`src/design/lc3ie_ram.sv`:
```
// Generic single-write, single-read synchronous RAM with registered read data.
// Width and depth are parameters; depends on nothing.
module lc3ie_ram #(
	parameter int WIDTH = 16,
	parameter int DEPTH = 8
) (
	input  logic                     clk,
	input  logic                     we,
	input  logic [$clog2(DEPTH)-1:0] waddr,
	input  logic [WIDTH-1:0]         wdata,
	input  logic                     re,
	input  logic [$clog2(DEPTH)-1:0] raddr,
	output logic [WIDTH-1:0]         rdata
);

	logic [WIDTH-1:0] mem [DEPTH];

	always_ff @(posedge clk) begin
		if (we) begin
			mem[waddr] <= wdata;
		end
		if (re) begin
			rdata <= mem[raddr];
		end
	end

endmodule

```
`config.mk`:
```
export PLATFORM = sky130hd
export DESIGN_NAME = lc3ie_ram
export DESIGN_NICKNAME = d
export VERILOG_FILES = /design/src/design/lc3ie_ram.sv
export SDC_FILE = /design/constraint.sdc
export NUM_CORES = 1
export LEC_CHECK = 0
export BUFFER_PORTS_ARGS = -buffer_cell sky130_fd_sc_hd__buf_2
export CORE_MARGIN = 3
export CORE_UTILIZATION = 45
export DETAILED_ROUTE_END_ITERATION = 16
export GPL_TIMING_DRIVEN = 0
export PLACE_DENSITY = 0.73
export SLEW_MARGIN = 20
export SYNTH_ARGS = -nofsm -noshare
export SYNTH_HDL_FRONTEND = slang
export SYNTH_SLANG_ARGS = --single-unit
export TNS_END_PERCENT = 5
```
`constraint.sdc`:
```
create_clock -name clk -period 2.4 [get_ports clk]
set_clock_uncertainty 0.2 [all_clocks]
set_input_delay 0.36 -clock clk [delete_from_list [all_inputs] [get_ports clk]]
set_output_delay 0.36 -clock clk [all_outputs]
set_load 0.05 [all_outputs]
```
==> impl_metrics.yaml, run 1 <==
outcome:
  status: "completed"
power:
  power.share.switching_pct: 20.4
  p_switching_uw: 1190
  clockPowerShare_pct: 44.3
  leakage_uw: 0.00225
  intPower_uw: 4640
  combinational_group_share_of_total_power_pct: 6.0
  vdd_drop_max_mv: 0.407
  power.share.sequential_pct: 49.7
  cellPowerDensity_nw_per_um2: 887
die:
  fp.dieArea_um2: 13500
  floorplan.die.height_um: 116
  coreArea_um2: 11600
  initial_utilization_pct: 47.0
  top_level_port_count: 41
  rows: 39
  fp.dieW_um: 116
yosys:
  synth_cell_type_count: 11
  synth-seq-area-share_pct: 79.3
  synthesis.instances: 214
  warnings_synthesis: 0
  synth_seq_cells: 144
  synthesis.area_um2: 5450
  postSynthNetCount: 239
  synth_area_per_cell_um2: 25.5
timing:
  min_period_over_period_pct: 75.4
  period_minus_slack_ns: 1.81
  hold_viol_final: 0
  setup_total_negative_slack_ns: 0
  timing_worst_slew_pin_value_ns: 0.735
  slew_headroom_pct: 51.0
  slew_violations: 0
  grt_setup_unrepaired: "no"
  setup-violations-final: 0
  peak_clock_frequency_supported_by_timing_mhz: 553
setup_path:
  crit_chain: "buf_2, buf_1, mux4_1, mux2_2"
  crit_required_ns: 2.35
  path_class: "input pin to flop"
  critPathTopFamily: "multiplexers"
  critical_path.endpoint_type: "flop"
  crit_path_max_incr_delay_ns: 0.57
  critPathArrivalTime_ns: 1.76
  critPathBufInv: 2
  cp_max_fo: 10
  critical_path.slowest_cell: "buf_1"
  critPathLaunchType: "input pin"
placed_design:
  dp.final_hpwl_um: 6180
  portBuffers: 38
  gp_routability_congestion: 0.679
  detailed_place.area_um2: 5980
global_routing:
  antenna_violations_before_repair: 0
  first_global_vias: 2446
  grt_max_degree: 17
  grt_first_pass_wirelength_um: 14500
  globalRouteOverflowTotal: 0
  grt.total_usage_pct: 15.5
clock_tree:
  cts_buffers: 17
  cts.reportedPaths.clkPinSlew_ns: 0.06
  cts_resized: 0
  ctsHoldBuffers: 0
  deepest_level_of_the_cts_h_tree: 4
  tritoncts_num_sinks: 144
  clk_latency_ns: 0.41
  clk_root_buffer_cell: "clkbuf_16"
  max-clock-path-buffers: 2
  cts_setup_buffers: 0
  cts_tree: "built"
routing:
  dr_wl_cell_um: 21.7
  remaining_drc_errors: 0
  vias_after_detailed_routing: 2439
  drt-vias-per-instance: 5.58
  first_pass_iters: 4
  drt_iter0_drc: 208
  finalWirelength_um: 9470
  final_antenna_net_count: 0
cells_and_area:
  area_delta_synth_final_pct: 20.5
  postLayoutCellArea_um2: 6570
  finalCoreUtilization_pct: 56.6
  final_net_count: 306
  drive_above_1_share_pct: 37.4
  ant_cells: 0
run:
  maxCapViolations: 0
hold_path:
  hold_path.class: "input pin to flop"
## power by group through the flow
stage | Combinational [uW] | Sequential (uW) | Clock [uW]
3_5_place_dp | 354 | 2950 | 0
2_1_floorplan | 143 | 3020 | 0
6_report | 349 | 2890 | 2580
3_3_place_gp | 329 | 2940 | 0
5_1_grt | 375 | 2900 | 2750
4_1_cts | 355 | 2900 | 2640
## per-layer routing
metal,share of wire [%],GRT usage [%],routed length [um],vias up
met2,51,25.2,4830,71
met3,5.5,4.51,522,15
met5,0,0,0,-
met1,42,20.2,4000,1275
met4,1.2,5.80,115,0
li1,-,-,-,1078
## cell type report
| cell class | instances | area, um^2 |
|---|---|---|
| Fill cell | 835 | 5040 |
| Sequential cell | 144 | 4320 |
| Multi-Input combinational cell | 61 | 1090 |
| Clock buffer | 18 | 429 |
| Timing Repair Buffer | 48 | 318 |
| Tap cell | 143 | 179 |
| Clock inverter | 14 | 166 |
| Buffer | 9 | 65.1 |
## through the flow
step                hold WS, ns  worst slack, ns  cells  total power (uW)
floorplan                 0.259            0.117    214              3160
global placement          0.420            -1.01    395              3270
detailed placement        0.433            0.137    405              3300
CTS                     0.00113            0.574    437              5890
global route             0.0133            0.528    437              6020
finish                   0.0181            0.590    437              5830
## cells by family (layout without fill, tap and decap cells)
family	count (synthesis)	in the layout	share of synthesized area [%]
flops	144	144	79.3
mux	48	48	18.4
buf+inv	9	89	1.19
simple gates	13	13	1.08
## sequential cells by signal, summed over array words and instances (netlist names)
signal	count
rdata	16
mem	128
## synth_stat cells
library cell,number,area (um^2)
buf_1,4,15.0
buf_6,4,45.0
clkbuf_2,1,5.00
edfxtp_1,144,4320
mux2_2,16,180
mux4_1,28,736
mux4_2,4,90.1
nand2_1,2,7.51
nand2b_1,3,18.8
nor2_1,6,22.5
nor3_1,2,10.0
## worst register-to-register path: stages (launching register included)
cell      delay (ns)
edfxtp_1        0.37
mux4_1          0.56
mux2_2          0.29
## placed cells by master (no fill, tap or decap)
cell type	count
buf_8	4
clkinv_1	2
nand2b_1	3
clkinv_4	2
edfxtp_1	144
clkbuf_2	1
clkbuf_16	17
mux2_2	16
nand2_1	2
inv_6	1
clkinvlp_4	5
buf_2	38
buf_1	4
mux4_2	4
nor2_2	6
nor3_2	2
mux4_1	28
bufinv_16	3
clkbuf_1	1
buf_6	10
clkinv_2	1
## worst paths after layout
| kind | start | end | slack [ns] | cells past startpoint |
|---|---|---|---|---|
| worst max register to register | mem[3][11] | rdata[11] | 0.75 | 2 |
| worst max-delay path | raddr[2] | rdata[8] | 0.59 | 4 |
| worst min-delay path | wdata[9] | mem[1][9] | 0.02 | 1 |
| worst min register to register | mem[7][14] | rdata[14] | 0.55 | 2 |
Power figures use the tool's default switching activity.
==> run 2: changes to the inputs <==
--- a/config.mk
+++ b/config.mk
@@ -5,12 +5,13 @@
 export SDC_FILE = /design/constraint.sdc
 export NUM_CORES = 1
 export LEC_CHECK = 0
+export ABC_AREA = 1
 export BUFFER_PORTS_ARGS = -buffer_cell sky130_fd_sc_hd__buf_2
 export CORE_MARGIN = 3
 export CORE_UTILIZATION = 45
 export DETAILED_ROUTE_END_ITERATION = 16
 export GPL_TIMING_DRIVEN = 0
-export PLACE_DENSITY = 0.73
+export PLACE_DENSITY = 0.72
 export SLEW_MARGIN = 20
 export SYNTH_ARGS = -nofsm -noshare
 export SYNTH_HDL_FRONTEND = slang
==> constraint.sdc (replaced) <==
create_clock -name clk -period 1.8 [get_ports clk]
set_clock_uncertainty 0.2 [all_clocks]
set_input_delay 0.27 -clock clk [delete_from_list [all_inputs] [get_ports clk]]
set_output_delay 0.27 -clock clk [all_outputs]
set_load 0.05 [all_outputs]
==> run 2 against run 1 <==
Net effect:
- area after synthesis rose by 13%
- highest routed layer unchanged
- synthesized cell count increased to 2.7 times the previous value
- largest power group is now the clock network
- largest cell class unchanged
- combinational power up 86%
- sequential cell count unchanged
- wire length is 54% higher
- first-iteration DRC count increased by 130%
- die area up 12%
==> impl_metrics.yaml, run 2 <==
cells_and_area:
  largest_registers: "mem (128), rdata (16)"
  postLayoutCellArea_um2: 7510
  fillers: 1047
  finalNonFillerCells: 857
  sequential_cell_area_um2: 4320
  largest-register: "mem"
  drive_above_1_share_pct: 15.6
  multi_input_area_um2: 1170
  final_net_count: 693
  flip_flop_count_of_the_largest_register_all_copies_and_words_added: 128
  area_delta_synth_final_pct: 22.1
  ant_cells: 0
  finalCoreUtilization_pct: 56.5
  layout_common_cells: "nand2_1 (214), edfxtp_1 (144), inv_1 (133), nand3_1 (64), buf_2 (50)"
  final_common_cell: "nand2_1"
timing:
  timing_worst_slew_pin_value_ns: 0.629
  period_minus_slack_ns: 1.50
  peak_clock_frequency_supported_by_timing_mhz: 668
  hold_viol_final: 0
  min_period_over_period_pct: 83.1
  slew_headroom_pct: 58.0
  setup_ws_ns: 0.303
  setup-violations-final: 0
  grt_setup_unrepaired: "no"
  slew_violations: 0
yosys:
  netlist_top_cells_count: "nand2_1 (214), edfxtp_1 (144), inv_1 (133)"
  synthesis.instances: 587
  synth_cell_type_count: 9
  warnings_synthesis: 0
  synth-seq-area-share_pct: 70.3
  synth_area_per_cell_um2: 10.5
  netlist.top_cell.by_area: "edfxtp_1"
  synth-edff-count: 144
  yosys.cell_count.top_type: "nand2_1"
  postSynthNetCount: 612
  synthesis.area_um2: 6150
  yosysTopAreaCellShare_pct: 70.3
  synth_ff_type: "edfxtp_1"
  synth_seq_cells: 144
  postSynth.asyncResetShare_pct: 0
  synth_top_cells_by_area: "edfxtp_1 (70%), nand2_1 (13%), inv_1 (8.1%)"
global_routing:
  grt_first_pass_wirelength_um: 22600
  grt.total_usage_pct: 20.5
  grt_max_degree: 17
  first_global_vias: 4348
  globalRouteOverflowTotal: 0
  antenna_violations_before_repair: 0
die:
  floorplan.die.height_um: 123
  fp.dieArea_um2: 15100
  fp.dieW_um: 123
  top_level_port_count: 41
  rows: 42
  coreArea_um2: 13300
  initial_utilization_pct: 46.3
setup_path:
  crit_required_ns: 1.33
  critPathTopFamily: "flip-flops"
  critical_path.slowest_cell: "edfxtp_1"
  critPathLaunchType: "flop"
  path_class: "flop to primary output"
  critPathArrivalTime_ns: 1.03
  critPathBufInv: 1
  crit_chain: "buf_2"
  crit_path_max_incr_delay_ns: 0.34
  critical_path.endpoint_type: "primary output"
  cp_max_fo: 1
routing:
  drt-vias-per-instance: 4.98
  final_antenna_net_count: 0
  remaining_drc_errors: 0
  dr_wl_cell_um: 17.0
  first_pass_iters: 8
  vias_after_detailed_routing: 4264
  drt_iter0_drc: 480
  finalWirelength_um: 14600
hold_path:
  hold_path.class: "input pin to flop"
clock_tree:
  cts_buffers: 17
  max-clock-path-buffers: 2
  cts.reportedPaths.clkPinSlew_ns: 0.06
  tritoncts_num_sinks: 144
  deepest_level_of_the_cts_h_tree: 4
  clk_root_buffer_cell: "clkbuf_16"
  cts_tree: "built"
  cts_resized: 0
  clk_latency_ns: 0.42
placed_design:
  dp.final_hpwl_um: 9020
  placed_cells_incl_taps: 809
  worst_slack_after_detailed_placement_ns: -0.0501
  gp_routability_congestion: 0.745
  detailed_place.area_um2: 6680
  portBuffers: 38
power:
  leakage_uw: 0.00345
  cellPowerDensity_nw_per_um2: 1140
  vdd_drop_max_mv: 0.686
outcome:
  status: "completed"
run:
  maxCapViolations: 0
-- run 2: worst paths after layout --
check	startpoint	end	slack [ns]	depth (start not counted)
setup / recovery	rdata[14]	rdata[14]	0.30	1
hold / removal	raddr[2]	rdata[1]	0.12	3
setup reg to reg	mem[7][3]	rdata[3]	0.54	6
hold reg to reg	mem[1][6]	rdata[6]	0.51	6
-- run 2: power breakdown --
| group | internal, uW | switching (uW) | leakage (uW) |
|---|---|---|---|
| Combinational | 190 | 458 | 0.00180 |
| Sequential | 3830 | 29.6 | 0.00132 |
| Clock | 2720 | 1320 | 0.000326 |
-- run 2: layer usage --
layer  track usage [%]  vias up  share of wire, %
li1                  -     1999                 -
met2              34.4      195                50
met5                 0        -                 0
met3              4.21       35               7.0
met4              10.0        0               2.6
met1              25.3     2035                40
-- run 2: cell type report --
type,instances,share of cell area [%]
clock inverter,13,3.20
multi-input combinational,286,15.6
inverter,134,6.70
buffer,23,2.25
sequential,144,57.6
timing repair buffer,62,5.96
clock buffer,19,5.76
tap,176,2.93
-- run 2: what timing repair did --
action	CTS	global route
hold buffers	16	0
setup buffers	0	0
endpoints found under the setup margin	0	0
hold endpoints to repair	128	0
-- run 2: cells by family after synthesis --
kind of cell	count (synthesis)	synth area share, %
buffers and inverters	157	10.9
flip-flops	144	70.3
AND/OR/NAND/NOR	286	18.8
-- run 2: through the flow --
step                hold WS [ns]  total power, uW  TNS (ns)
floorplan                  0.169             4310         0
global placement           0.332             4490    -72.52
detailed placement         0.344             4540    -0.512
CTS                       0.0967             8550         0
global route               0.115             8750         0
finish                     0.122             8540         0
==> run 3: changes to the inputs <==
--- a/config.mk
+++ b/config.mk
@@ -5,13 +5,13 @@
 export SDC_FILE = /design/constraint.sdc
 export NUM_CORES = 1
 export LEC_CHECK = 0
-export ABC_AREA = 1
+export ABC_AREA = 0
 export BUFFER_PORTS_ARGS = -buffer_cell sky130_fd_sc_hd__buf_2
 export CORE_MARGIN = 3
 export CORE_UTILIZATION = 45
 export DETAILED_ROUTE_END_ITERATION = 16
 export GPL_TIMING_DRIVEN = 0
-export PLACE_DENSITY = 0.72
+export PLACE_DENSITY = 0.73
 export SLEW_MARGIN = 20
 export SYNTH_ARGS = -nofsm -noshare
 export SYNTH_HDL_FRONTEND = slang
==> constraint.sdc (replaced) <==
create_clock -name clk -period 1.5 [get_ports clk]
set_clock_uncertainty 0.2 [all_clocks]
set_input_delay 0.225 -clock clk [delete_from_list [all_inputs] [get_ports clk]]
set_output_delay 0.225 -clock clk [all_outputs]
set_load 0.05 [all_outputs]
==> run 3 against run 2 <==
Net effect:
- the run now ends with negative setup slack left
- wire length down 34%
- final area shrank 12%
- global-route usage is 4.6 points lower
- non-clock buffer count is 14 lower
- sequential cell count stayed put
- combinational power decreased by 4.8%
- sequential share of layout area up 7.8 points
- clock power is essentially flat
- total power is 8.4% higher
==> impl_metrics.yaml, run 3 (same netlist as run 1, synthesis figures left out) <==
timing:
  hold_viol_final: 0
  min_period_over_period_pct: 107
  setup-violations-final: 16
  slew_violations: 0
  setup_ws_ns: -0.104
  grt_setup_unrepaired: "yes"
  slew_headroom_pct: 58.4
  timing_worst_slew_pin_value_ns: 0.623
  peak_clock_frequency_supported_by_timing_mhz: 623
  period_minus_slack_ns: 1.60
cells_and_area:
  ant_cells: 0
  largest_registers: "mem (128), rdata (16)"
  layout_common_cells: "edfxtp_1 (144), buf_2 (42), mux4_2 (31), clkbuf_16 (17), dlygate4sd3_1 (16)"
  largest-register: "mem"
  finalNonFillerCells: 450
  drive_above_1_share_pct: 45.6
  final_common_cell: "edfxtp_1"
  fillers: 846
  flip_flop_count_of_the_largest_register_all_copies_and_words_added: 128
  final_net_count: 320
  area_delta_synth_final_pct: 21.3
clock_tree:
  cts_buffers: 17
  max-clock-path-buffers: 2
  clk_latency_ns: 0.42
  deepest_level_of_the_cts_h_tree: 4
  cts_tree: "built"
  clk_root_buffer_cell: "clkbuf_16"
  cts.reportedPaths.clkPinSlew_ns: 0.06
  tritoncts_num_sinks: 144
  cts_setup_buffers: 0
outcome:
  status: "complete, but fails checks"
  violated_checks: "negative setup slack"
setup_path:
  crit_required_ns: 1.46
  crit_chain: "mux4_2, mux2_4"
  path_class: "flop to flop"
  timing.reg2reg.worst_path_depth: 2
  critPathLaunchType: "flop"
  critical_path.endpoint_type: "flop"
  critical_path.slowest_cell: "mux4_2"
  critPathArrivalTime_ns: 1.57
  crit_path_max_incr_delay_ns: 0.48
  cp_max_fo: 1
die:
  top_level_port_count: 41
  coreArea_um2: 11600
  fp.dieArea_um2: 13500
  fp.dieW_um: 116
  rows: 39
  initial_utilization_pct: 47.0
  floorplan.die.height_um: 116
global_routing:
  globalRouteOverflowTotal: 0
  grt_first_pass_wirelength_um: 14900
  grt_max_degree: 17
  antenna_violations_before_repair: 0
  first_global_vias: 2508
  grt.total_usage_pct: 15.9
routing:
  drt-vias-per-instance: 5.38
  vias_after_detailed_routing: 2420
  dr_wl_cell_um: 21.5
  finalWirelength_um: 9660
  final_antenna_net_count: 0
  remaining_drc_errors: 0
  drt_iter0_drc: 175
  first_pass_iters: 4
placed_design:
  dp.final_hpwl_um: 5950
  placed_cells_incl_taps: 403
  gp_routability_congestion: 0.631
  worst_slack_after_detailed_placement_ns: -0.607
  portBuffers: 38
power:
  leakage_uw: 0.00222
  power.share.switching_pct: 21.2
  design_power_total_uw: 9260
  combinational_group_share_of_total_power_pct: 6.7
  p_switching_uw: 1960
  vdd_drop_max_mv: 0.730
  intPower_uw: 7290
  clockPowerShare_pct: 43.3
  power.share.sequential_pct: 50.1
  cellPowerDensity_nw_per_um2: 1400
hold_path:
  worstHoldPathCells: 2
  hold_path.class: "input pin to flop"
run:
  maxCapViolations: 0
## run 3: cell count changes in the layout (fill, tap and decap cells not counted), moves of 4 or more
cell,change
nand2_1,-212
mux2_2,+8
buf_4,-4
inv_1,-133
nand3_1,-64
mux2_4,+8
bufinv_16,-5
mux4_2,+31
buf_2,-8
clkinvlp_4,+5
## run 3: area by class of cell
class                   count  area (um^2)  area share (%)
repair buffers             62          440            6.66
plain buffers               9         70.1            1.06
clock buffers              18          429            6.49
flip-flops and latches    144         4320            65.4
well taps                 143          179            2.70
multi-input cells          61         1030            15.6
clock inverters            13          141            2.14
## run 3: what timing repair did
action | 4_1_cts | 5_1_grt
hold buffers | 16 | 0
endpoints found under the setup margin | 16 | 17
pin swaps | 0 | 0
resized for setup | 32 | 7
endpoints found under the hold margin | 128 | 0
## run 3: worst paths after layout
path,slack (ns),start,to
worst min-delay path,0.05,waddr[0],mem[0][2]
worst min register to register,0.56,mem[0][12],rdata[12]
worst max-delay path,-0.10,mem[5][6],rdata[6]
worst max register to register,-0.10,mem[5][6],rdata[6]
## run 3: power groups by stage
stage / Clock, uW / Sequential [uW] / Combinational [uW]
detailed placement: 0 / 4710 / 562
floorplan: 0 / 4830 / 230
global route: 4270 / 4640 / 664
finish: 4010 / 4630 / 617
CTS: 4090 / 4630 / 621
global placement: 0 / 4700 / 528
## run 3: worst max-delay path: cells and delay by family (launching register included)
kind,cells,cell delay (ns)
mux,2,0.76
flops,1,0.40
## run 3: per-stage QoR
stage	cell area (um^2)	hold WS, ns	utilization, %	TNS [ns]
floorplan	5460	0.124	-	-24.50
global placement	5830	0.284	50.2	-121.39
detailed placement	5950	0.298	51.2	-32.30
CTS	6620	0.0410	57.0	-1.12
global route	6620	0.0567	57.0	-1.54
finish	6620	0.0527	57.0	-1.05
## run 3: per-layer routing
| layer | GRT usage (%) | vias up | wire length, um |
|---|---|---|---|
| li1 | - | 1074 | - |
| met3 | 5.13 | 14 | 546 |
| met2 | 23.1 | 81 | 4540 |
| met4 | 6.03 | 0 | 129 |
| met1 | 22.7 | 1251 | 4440 |
| met5 | 0 | - | 0 |
